--- src/rtl/fsd_pkg.sv ---
// Shared types and stream code constants for the flux stream decoder.
package fsd_pkg;

  // Parser phase, one-hot.
  typedef enum logic [8:0] {
    PH_IDLE        = 9'b000000001,
    PH_FLUX2       = 9'b000000010,
    PH_FLUX3_HI    = 9'b000000100,
    PH_FLUX3_LO    = 9'b000001000,
    PH_NOP         = 9'b000010000,
    PH_OOB_TYPE    = 9'b000100000,
    PH_OOB_SIZE_LO = 9'b001000000,
    PH_OOB_SIZE_HI = 9'b010000000,
    PH_OOB_BODY    = 9'b100000000
  } phase_t;

  // Kinds of result item.
  typedef enum logic [2:0] {
    KIND_FLUX      = 3'd0,
    KIND_INDEX     = 3'd1,
    KIND_INFO      = 3'd2,
    KIND_READ_ERR  = 3'd3,
    KIND_END       = 3'd4
  } item_kind_t;

  // Stream code bytes.
  localparam logic [7:0] CODE_FLUX2_MAX = 8'h07;
  localparam logic [7:0] CODE_NOP1      = 8'h08;
  localparam logic [7:0] CODE_NOP2      = 8'h09;
  localparam logic [7:0] CODE_NOP3      = 8'h0a;
  localparam logic [7:0] CODE_OVL16     = 8'h0b;
  localparam logic [7:0] CODE_FLUX3     = 8'h0c;
  localparam logic [7:0] CODE_OOB       = 8'h0d;
  localparam logic [7:0] CODE_FLUX1_MIN = 8'h0e;

  // Out-of-band block types.
  localparam logic [7:0] OOB_NONE        = 8'h00;
  localparam logic [7:0] OOB_STREAM_INFO = 8'h01;
  localparam logic [7:0] OOB_INDEX       = 8'h02;
  localparam logic [7:0] OOB_STREAM_END  = 8'h03;
  localparam logic [7:0] OOB_INFO_TEXT   = 8'h04;
  localparam logic [7:0] OOB_EOF         = 8'h0d;

  // Required payload sizes.
  localparam logic [15:0] SIZE_SHORT_BLOCK = 16'd8;
  localparam logic [15:0] SIZE_INDEX_BLOCK = 16'd12;

  // Number of payload bytes kept (three words).
  localparam logic [3:0] PAYLOAD_KEEP = 4'd12;

  // Overflow step added by an Ovl16 code.
  localparam logic [16:0] OVL_STEP = 17'h10000;

endpackage

--- src/rtl/flux_stream_decoder_unit.sv ---
// Flux stream decoder top level: byte parser with a registered result stage.
//
// Decodes a flux capture stream, one byte per request, into flux intervals,
// index records, stream-info records, nonzero read errors and an end record.
// Every byte is parsed in the cycle it is accepted, so while in_stall is low a
// new byte can be taken each clock; the parser state registers and the result
// register are the only storage. A byte yields at most one result, held in the
// output register until taken; in_stall rises only if it is full and stalled.
// A result shows in the cycle after its byte is accepted. A byte marked last
// returns the parser, overflow, flux count and end flag to their reset state.
module flux_stream_decoder_unit #(
  parameter int VALUE_WIDTH = 32,
  parameter int COUNT_WIDTH = 32
) (
  input  logic        clk,
  input  logic        rst_n,
  input  logic        in_valid,
  output logic        in_stall,
  input  logic [7:0]  in_byte,
  input  logic        in_last_byte,
  output logic        out_valid,
  input  logic        out_stall,
  output logic [2:0]  out_item_kind,
  output logic [31:0] out_flux_interval,
  output logic [31:0] out_flux_position,
  output logic [31:0] out_stream_position,
  output logic [31:0] out_second_word,
  output logic [31:0] out_index_count,
  output logic        out_run_last
);

  localparam int VW1 = VALUE_WIDTH + 1;
  localparam int VX  = (VALUE_WIDTH > 32) ? VALUE_WIDTH : 33;
  localparam int CX  = (COUNT_WIDTH > 32) ? COUNT_WIDTH : 32;

  // Saturate a sum that grew by one bit back to the value width.
  function automatic logic [VALUE_WIDTH-1:0] sat_value(input logic [VALUE_WIDTH:0] s);
    return s[VALUE_WIDTH] ? {VALUE_WIDTH{1'b1}} : s[VALUE_WIDTH-1:0];
  endfunction

  // Parser state.
  fsd_pkg::phase_t          phase_r, phase_nxt;
  logic [7:0]               high_r, high_nxt;
  logic [VALUE_WIDTH-1:0]   ovl_r, ovl_nxt;
  logic [7:0]               kind_r, kind_nxt;
  logic [15:0]              left_r, left_nxt;
  logic [7:0]               size_lo_r, size_lo_nxt;
  logic [3:0]               pos_r, pos_nxt;
  logic [95:0]              words_r, words_nxt;
  logic [COUNT_WIDTH-1:0]   total_r, total_nxt;
  logic                     ended_r, ended_nxt;

  // Result register.
  logic                     out_valid_r, out_valid_nxt;
  fsd_pkg::item_kind_t      res_kind_r, res_kind;
  logic [31:0]              res_interval_r, res_interval;
  logic [31:0]              res_fpos_r;
  logic [31:0]              res_spos_r, res_spos;
  logic [31:0]              res_second_r, res_second;
  logic [31:0]              res_icnt_r, res_icnt;

  logic                     accept;
  logic                     emit;
  logic                     emit_flux;
  logic                     finish;
  logic [15:0]              flux_raw;
  logic [15:0]              block_size;
  logic [VALUE_WIDTH-1:0]   flux_val;
  logic [VX-1:0]            flux_ext;
  logic [CX-1:0]            total_ext;

  assign in_stall = out_valid_r & out_stall;
  assign accept   = in_valid & ~in_stall;

  assign block_size = {in_byte, size_lo_r};
  assign flux_val   = sat_value(VW1'(flux_raw) + VW1'(ovl_r));
  assign flux_ext   = VX'(flux_val);
  assign total_ext  = CX'(total_r);

  // Byte parser: next state and result for the byte at the input.
  always_comb begin
    phase_nxt   = phase_r;
    high_nxt    = high_r;
    ovl_nxt     = ovl_r;
    kind_nxt    = kind_r;
    left_nxt    = left_r;
    size_lo_nxt = size_lo_r;
    pos_nxt     = pos_r;
    words_nxt   = words_r;
    total_nxt   = total_r;
    ended_nxt   = ended_r;
    emit        = 1'b0;
    emit_flux   = 1'b0;
    finish      = 1'b0;
    flux_raw    = 16'd0;
    res_kind    = fsd_pkg::KIND_FLUX;
    res_interval = 32'd0;
    res_spos    = 32'd0;
    res_second  = 32'd0;
    res_icnt    = 32'd0;

    if (!ended_r) begin
      unique case (phase_r)
        fsd_pkg::PH_IDLE: begin
          if (in_byte >= fsd_pkg::CODE_FLUX1_MIN) begin
            emit_flux = 1'b1;
            flux_raw  = {8'd0, in_byte};
          end else if (in_byte <= fsd_pkg::CODE_FLUX2_MAX) begin
            high_nxt  = in_byte;
            phase_nxt = fsd_pkg::PH_FLUX2;
          end else if (in_byte == fsd_pkg::CODE_NOP2) begin
            left_nxt  = 16'd1;
            phase_nxt = fsd_pkg::PH_NOP;
          end else if (in_byte == fsd_pkg::CODE_NOP3) begin
            left_nxt  = 16'd2;
            phase_nxt = fsd_pkg::PH_NOP;
          end else if (in_byte == fsd_pkg::CODE_OVL16) begin
            ovl_nxt = sat_value(VW1'(ovl_r) + VW1'(fsd_pkg::OVL_STEP));
          end else if (in_byte == fsd_pkg::CODE_FLUX3) begin
            phase_nxt = fsd_pkg::PH_FLUX3_HI;
          end else if (in_byte == fsd_pkg::CODE_OOB) begin
            phase_nxt = fsd_pkg::PH_OOB_TYPE;
          end
          // A single-byte Nop needs no action.
        end
        fsd_pkg::PH_FLUX2, fsd_pkg::PH_FLUX3_LO: begin
          emit_flux = 1'b1;
          flux_raw  = {high_r, in_byte};
        end
        fsd_pkg::PH_FLUX3_HI: begin
          high_nxt  = in_byte;
          phase_nxt = fsd_pkg::PH_FLUX3_LO;
        end
        fsd_pkg::PH_NOP: begin
          left_nxt = left_r - 16'd1;
          if (left_r <= 16'd1) begin
            left_nxt  = 16'd0;
            phase_nxt = fsd_pkg::PH_IDLE;
          end
        end
        fsd_pkg::PH_OOB_TYPE: begin
          if (in_byte == fsd_pkg::OOB_EOF) begin
            ended_nxt = 1'b1;
            phase_nxt = fsd_pkg::PH_IDLE;
            emit      = 1'b1;
            res_kind  = fsd_pkg::KIND_END;
          end else begin
            kind_nxt  = in_byte;
            phase_nxt = fsd_pkg::PH_OOB_SIZE_LO;
          end
        end
        fsd_pkg::PH_OOB_SIZE_LO: begin
          size_lo_nxt = in_byte;
          phase_nxt   = fsd_pkg::PH_OOB_SIZE_HI;
        end
        fsd_pkg::PH_OOB_SIZE_HI: begin
          // Only blocks of the expected size keep their type.
          if (!(((kind_r == fsd_pkg::OOB_STREAM_INFO || kind_r == fsd_pkg::OOB_STREAM_END) &&
                 block_size == fsd_pkg::SIZE_SHORT_BLOCK) ||
                (kind_r == fsd_pkg::OOB_INDEX && block_size == fsd_pkg::SIZE_INDEX_BLOCK))) begin
            kind_nxt = fsd_pkg::OOB_NONE;
          end
          words_nxt = 96'd0;
          pos_nxt   = 4'd0;
          left_nxt  = block_size;
          if (block_size == 16'd0) begin
            finish = 1'b1;
          end else begin
            phase_nxt = fsd_pkg::PH_OOB_BODY;
          end
        end
        fsd_pkg::PH_OOB_BODY: begin
          if (pos_r < fsd_pkg::PAYLOAD_KEEP) begin
            words_nxt[{pos_r, 3'b000} +: 8] = in_byte;
            pos_nxt = pos_r + 4'd1;
          end
          left_nxt = left_r - 16'd1;
          if (left_r == 16'd1) begin
            finish = 1'b1;
          end
        end
        default: begin
          phase_nxt = fsd_pkg::PH_IDLE;
        end
      endcase

      // Flux interval: overflow folded in, then cleared.
      if (emit_flux) begin
        emit         = 1'b1;
        res_kind     = fsd_pkg::KIND_FLUX;
        res_interval = (|flux_ext[VX-1:32]) ? 32'hffff_ffff : flux_ext[31:0];
        ovl_nxt      = '0;
        total_nxt    = total_r + COUNT_WIDTH'(1);
        phase_nxt    = fsd_pkg::PH_IDLE;
      end

      // End of an out-of-band block.
      if (finish) begin
        phase_nxt  = fsd_pkg::PH_IDLE;
        res_spos   = words_nxt[31:0];
        res_second = words_nxt[63:32];
        if (kind_nxt == fsd_pkg::OOB_STREAM_INFO) begin
          emit     = 1'b1;
          res_kind = fsd_pkg::KIND_INFO;
        end else if (kind_nxt == fsd_pkg::OOB_INDEX) begin
          emit     = 1'b1;
          res_kind = fsd_pkg::KIND_INDEX;
          res_icnt = words_nxt[95:64];
        end else if (kind_nxt == fsd_pkg::OOB_STREAM_END && words_nxt[63:32] != 32'd0) begin
          emit     = 1'b1;
          res_kind = fsd_pkg::KIND_READ_ERR;
        end
      end
    end

    // The last byte of a buffer returns the parser to its reset state.
    if (in_last_byte) begin
      phase_nxt   = fsd_pkg::PH_IDLE;
      high_nxt    = 8'd0;
      ovl_nxt     = '0;
      kind_nxt    = fsd_pkg::OOB_NONE;
      left_nxt    = 16'd0;
      size_lo_nxt = 8'd0;
      pos_nxt     = 4'd0;
      words_nxt   = 96'd0;
      total_nxt   = '0;
      ended_nxt   = 1'b0;
    end
  end

  // Output register occupancy.
  always_comb begin
    out_valid_nxt = out_valid_r;
    if (accept && emit) begin
      out_valid_nxt = 1'b1;
    end else if (out_valid_r && !out_stall) begin
      out_valid_nxt = 1'b0;
    end
  end

  // Parser state registers.
  always_ff @(posedge clk) begin
    if (!rst_n) begin
      phase_r   <= fsd_pkg::PH_IDLE;
      high_r    <= 8'd0;
      ovl_r     <= '0;
      kind_r    <= fsd_pkg::OOB_NONE;
      left_r    <= 16'd0;
      size_lo_r <= 8'd0;
      pos_r     <= 4'd0;
      words_r   <= 96'd0;
      total_r   <= '0;
      ended_r   <= 1'b0;
    end else if (accept) begin
      phase_r   <= phase_nxt;
      high_r    <= high_nxt;
      ovl_r     <= ovl_nxt;
      kind_r    <= kind_nxt;
      left_r    <= left_nxt;
      size_lo_r <= size_lo_nxt;
      pos_r     <= pos_nxt;
      words_r   <= words_nxt;
      total_r   <= total_nxt;
      ended_r   <= ended_nxt;
    end
  end

  // Result valid flag.
  always_ff @(posedge clk) begin
    if (!rst_n) begin
      out_valid_r <= 1'b0;
    end else begin
      out_valid_r <= out_valid_nxt;
    end
  end

  // Result payload.
  always_ff @(posedge clk) begin
    if (accept && emit) begin
      res_kind_r     <= res_kind;
      res_interval_r <= res_interval;
      res_fpos_r     <= total_ext[31:0];
      res_spos_r     <= res_spos;
      res_second_r   <= res_second;
      res_icnt_r     <= res_icnt;
    end
  end

  assign out_valid           = out_valid_r;
  assign out_item_kind       = res_kind_r;
  assign out_flux_interval   = res_interval_r;
  assign out_flux_position   = res_fpos_r;
  assign out_stream_position = res_spos_r;
  assign out_second_word     = res_second_r;
  assign out_index_count     = res_icnt_r;
  assign out_run_last        = 1'b1;

  // Once the end record is seen the parser rests in idle.
  a_ended_idle: assert property (@(posedge clk) disable iff (!rst_n)
    ended_r |-> (phase_r == fsd_pkg::PH_IDLE))
    else $error("end flag set outside idle phase");

  // A flux result carries no block words.
  a_flux_clean: assert property (@(posedge clk) disable iff (!rst_n)
    (out_valid_r && res_kind_r == fsd_pkg::KIND_FLUX) |->
      (res_spos_r == 32'd0 && res_second_r == 32'd0 && res_icnt_r == 32'd0))
    else $error("flux result with block words");

  // A flux interval advances the count and clears the overflow.
  a_flux_count: assert property (@(posedge clk) disable iff (!rst_n)
    (accept && emit_flux && !in_last_byte) |=>
      (total_r == $past(total_r) + COUNT_WIDTH'(1) && ovl_r == '0))
    else $error("flux count or overflow not updated");

  // A result is never dropped: a stalled full register holds.
  a_hold: assert property (@(posedge clk) disable iff (!rst_n)
    (out_valid_r && out_stall) |=> (out_valid_r && $stable(res_interval_r) &&
      $stable(res_fpos_r)))
    else $error("stalled result changed");

endmodule

--- config.mk ---
export PLATFORM = sky130hd
export DESIGN_NAME = flux_stream_decoder_unit
export DESIGN_NICKNAME = d
export VERILOG_FILES = /design/src/rtl/fsd_pkg.sv /design/src/rtl/flux_stream_decoder_unit.sv
export SDC_FILE = /design/constraint.sdc
export NUM_CORES = 1
export LEC_CHECK = 0
export BUFFER_PORTS_ARGS = -buffer_cell sky130_fd_sc_hd__buf_2
export CAP_MARGIN = 30
export CORE_UTILIZATION = 35
export CTS_BUF_LIST = sky130_fd_sc_hd__clkbuf_4 sky130_fd_sc_hd__clkbuf_8
export DETAILED_ROUTE_END_ITERATION = 12
export PLACE_DENSITY = 0.64
export SYNTH_ARGS = -nofsm -noshare
export SYNTH_HDL_FRONTEND = slang
export SYNTH_SLANG_ARGS = --single-unit
--- constraint.sdc ---
create_clock -name clk -period 18.75 [get_ports clk]
set_input_delay 1.875 -clock clk [delete_from_list [all_inputs] [get_ports clk]]
set_output_delay 1.875 -clock clk [all_outputs]
set_load 0.02 [all_outputs]
==> flow_summary.yaml <==
yosys:
  async_reset_ff_share_pct: 0
  synth_xor_area_share_pct: 3.041
  synth_fa_ha_area_share_pct: 1.854
  synth_area_sq_um: 17280
  synth_cell_types: 74
  syn_inst: 1767
  synthMuxAreaShare_pct: 0.3548
  syn-mean-instance-area_sq_um: 9.778
  synth_top_family_by_area: "simple AND/OR/NAND/NOR gates"
  synth-seq-area-share_pct: 51.50
  synth_edf_count: 163
  ys_seq_elements: 363
  synth-warning-count: 0
  synth_compound_area_share_pct: 17.98
  ys.flop_type: "dfxtp_1"
  synth_nets: 1805
  yosys.area_share.simple_pct: 21.76
clock_tree:
  root_buffer: "clkbuf_8"
  ctsHoldBuffers: 0
  post_cts_buffers: 0
  cts_sinks: 363
  clock_path_buffers: 3
  cts_buffers: 59
  cts_tree: "done"
  post_cts_resized: 0
  worstSkewPairLatency_ns: 0.66
  htreeDepth: 2
  clkTransAtPathRegs_ns: 0.07
critical_path:
  worstReg2RegEnd: "out_flux_interval[0]"
  crit_required_ns: 19.23
  startpoint_type: "input pin"
  critPathArrivalTime_ns: 7.27
  r2r-start: "phase_r[8]"
  critical_path_class: "input pin to register"
  worst-r2r-setup-slack_ns: 12.97
  r2r_cells: 16
  cp-end-kind: "register"
  cp_max_fo: 26
timing:
  rsz0062_at_grt: "false"
  setup_slack_ns: 11.97
  drv_slew: 0
  fin_tns_setup_ns: 0
  finalSetupViolCount: 0
  period_minus_slack_ns: 6.785
  clock_skew_ns: 0.01879
  maxSlewHeadroom_pct: 30.08
  worstMarginPinSlew_ns: 1.045
  clock.fmax_mhz: 147.4
  hold_viol: 0
  finalCritPeriodShare_pct: 36.19
job:
  drv_cap: 0
power:
  irDropWorstVdd_mv: 0.05217
  leakage_uw: 0.006961
  p_per_area_nw_per_um2: 87.11
floorplanning:
  num_rows: 81
  core_sq_um: 48850
  die_h_um: 224.2
  boundaryPins: 179
  start_util_pct: 35.37
  dieArea_sq_um: 50260
  dieWidth_um: 224.2
placed_design:
  place_ws_ns: 11.38
  gp_congestion: 0.8805
  io_buffers: 177
  place.detailed.hpwl_mm: 34.27
  dpl-instance-area_sq_um: 18760
min_path:
  worstHoldStart: "high_r[3]"
  whs_path_depth: 2
  hp-class: "register to register"
  hold_end: "high_r[3]"
drt:
  ant_nets: 0
  detail_route.wl_per_cell_um: 19.19
  drc: 0
  drtPass1Iterations: 6
  viasPerCell: 5.481
  wl_mm: 50.52
  via_count: 14430
  first_iter_violations: 1547
finish:
  nets: 1954
  final_common_cell: "dfxtp_1"
  mostFrequentLayoutCells: "dfxtp_1, a22oi_1, buf_2"
  syn_to_final_growth_pct: 16.26
  drive_gt1_share_pct: 18.71
  stdcell_area_sq_um: 20090
grt:
  grt_pass1_wl_mm: 77.34
  antenna_found_initial: 1
  grt_pass1_vias: 13500
  grt_overflow_total: 0
  grt_usage_pct: 19.53
  grt_max_degree: 83
run_status:
  status: "completed"
[routing by layer]
metal  share of wire [%]  vias up  GRT usage, %
li1                    -     6796             -
met1                  45     7004         27.20
met2                  46      565         30.99
met3                 6.9       66         3.358
met4                 2.0        0         5.727
met5                   0        -             0
[worst max-delay path: stages]
cell	delay, ns
buf_2	0.61
and3_1	0.31
o21ai_1	0.09
a21o_1	0.33
nor2_1	0.29
and2_1	0.17
ha_1	0.19
inv_1	0.06
fa_1	0.41
nor2b_1	0.20
o31a_1	0.21
o21ai_0	0.22
o31ai_1	0.36
nand2_1	0.14
a31oi_1	0.74
nand2_1	0.70
a21oi_1	0.33
[registers in the layout, summed over array words and instances, names as in the netlist]
name and flops:
words_r 96, out_flux_interval 32, out_flux_position 32, out_index_count 32, out_second_word 32, out_stream_position 32
total_ext 32, ovl_r 17, left_r 16, phase_r 9, high_r 8, kind_r 8
size_lo_r 8, pos_r 4, out_item_kind 3, ended_r 1, out_valid 1
[power by group]
| part | internal [uW] | switching, uW | leakage (uW) |
|---|---|---|---|
| registers | 853 | 9.47 | 0.00325 |
| logic | 38.1 | 106 | 0.00300 |
| clock network | 422 | 321 | 0.000707 |
[worst max path at each step]
stage                    start                   end  slack, ns  cells after the start
CTS                 in_byte[3]  out_flux_interval[8]      12.06                     17
detailed placement  in_byte[3]  out_flux_interval[0]      11.38                     17
global placement    in_byte[3]  out_flux_interval[1]      11.67                     17
finish              in_byte[3]  out_flux_interval[0]      11.97                     17
global route        in_byte[3]  out_flux_interval[0]      11.36                     17
floorplan           in_byte[4]  out_flux_interval[0]       1.65                      8
[area by class of cell]
type	count	area [sq um]
antenna	2	5.005
sequential	363	8899
clock inverter	10	88.84
tap	664	830.8
inverter	32	121.4
multi-input combinational	1258	7826
clock buffer	102	1216
fill	4804	28760
timing repair buffer	202	1100
[logic make-up after synthesis]
| logic type | Yosys count |
|---|---|
| AOI/OAI and AO/OA | 468 |
| other | 1 |
| and+or+nand+nor | 698 |
| adders and majority gates | 25 |
| muxes | 6 |
| buffers and inverters | 146 |
| xor gates and xnor gates | 60 |
| DFF | 363 |
[cell usage after synthesis (all sizes together) (24+ instances only)]
master	instances	share of area, %
nor2b	123	4.5
nand4	29	1.1
dfxtp	200	23
a21oi	112	3.4
edfxtp	163	28
xor2	43	2.2
a22oi	189	8.2
inv	31	0.67
o21ai	71	2.1
nor3	42	1.2
nand2	124	2.7
and3	28	1.0
and2	45	1.6
nand3	67	1.9
ha	24	1.7
nor2	160	4.4
clkbuf	102	2.2
[metrics by stage]
| stage | util [%] | total power [uW] | instances | hold slack [ns] |
|---|---|---|---|---|
| after floorplan | - | 979.1 | 1767 | 0.4292 |
| after global placement | 38.31 | 1020 | 2514 | 0.4412 |
| after detailed placement | 38.41 | 1023 | 2517 | 0.4491 |
| after CTS | 41.08 | 1768 | 2629 | 0.4623 |
| after global routing | 41.11 | 1812 | 2632 | 0.4781 |
| final | 41.12 | 1750 | 2633 | 0.4639 |
Power figures use the tool's default switching activity.
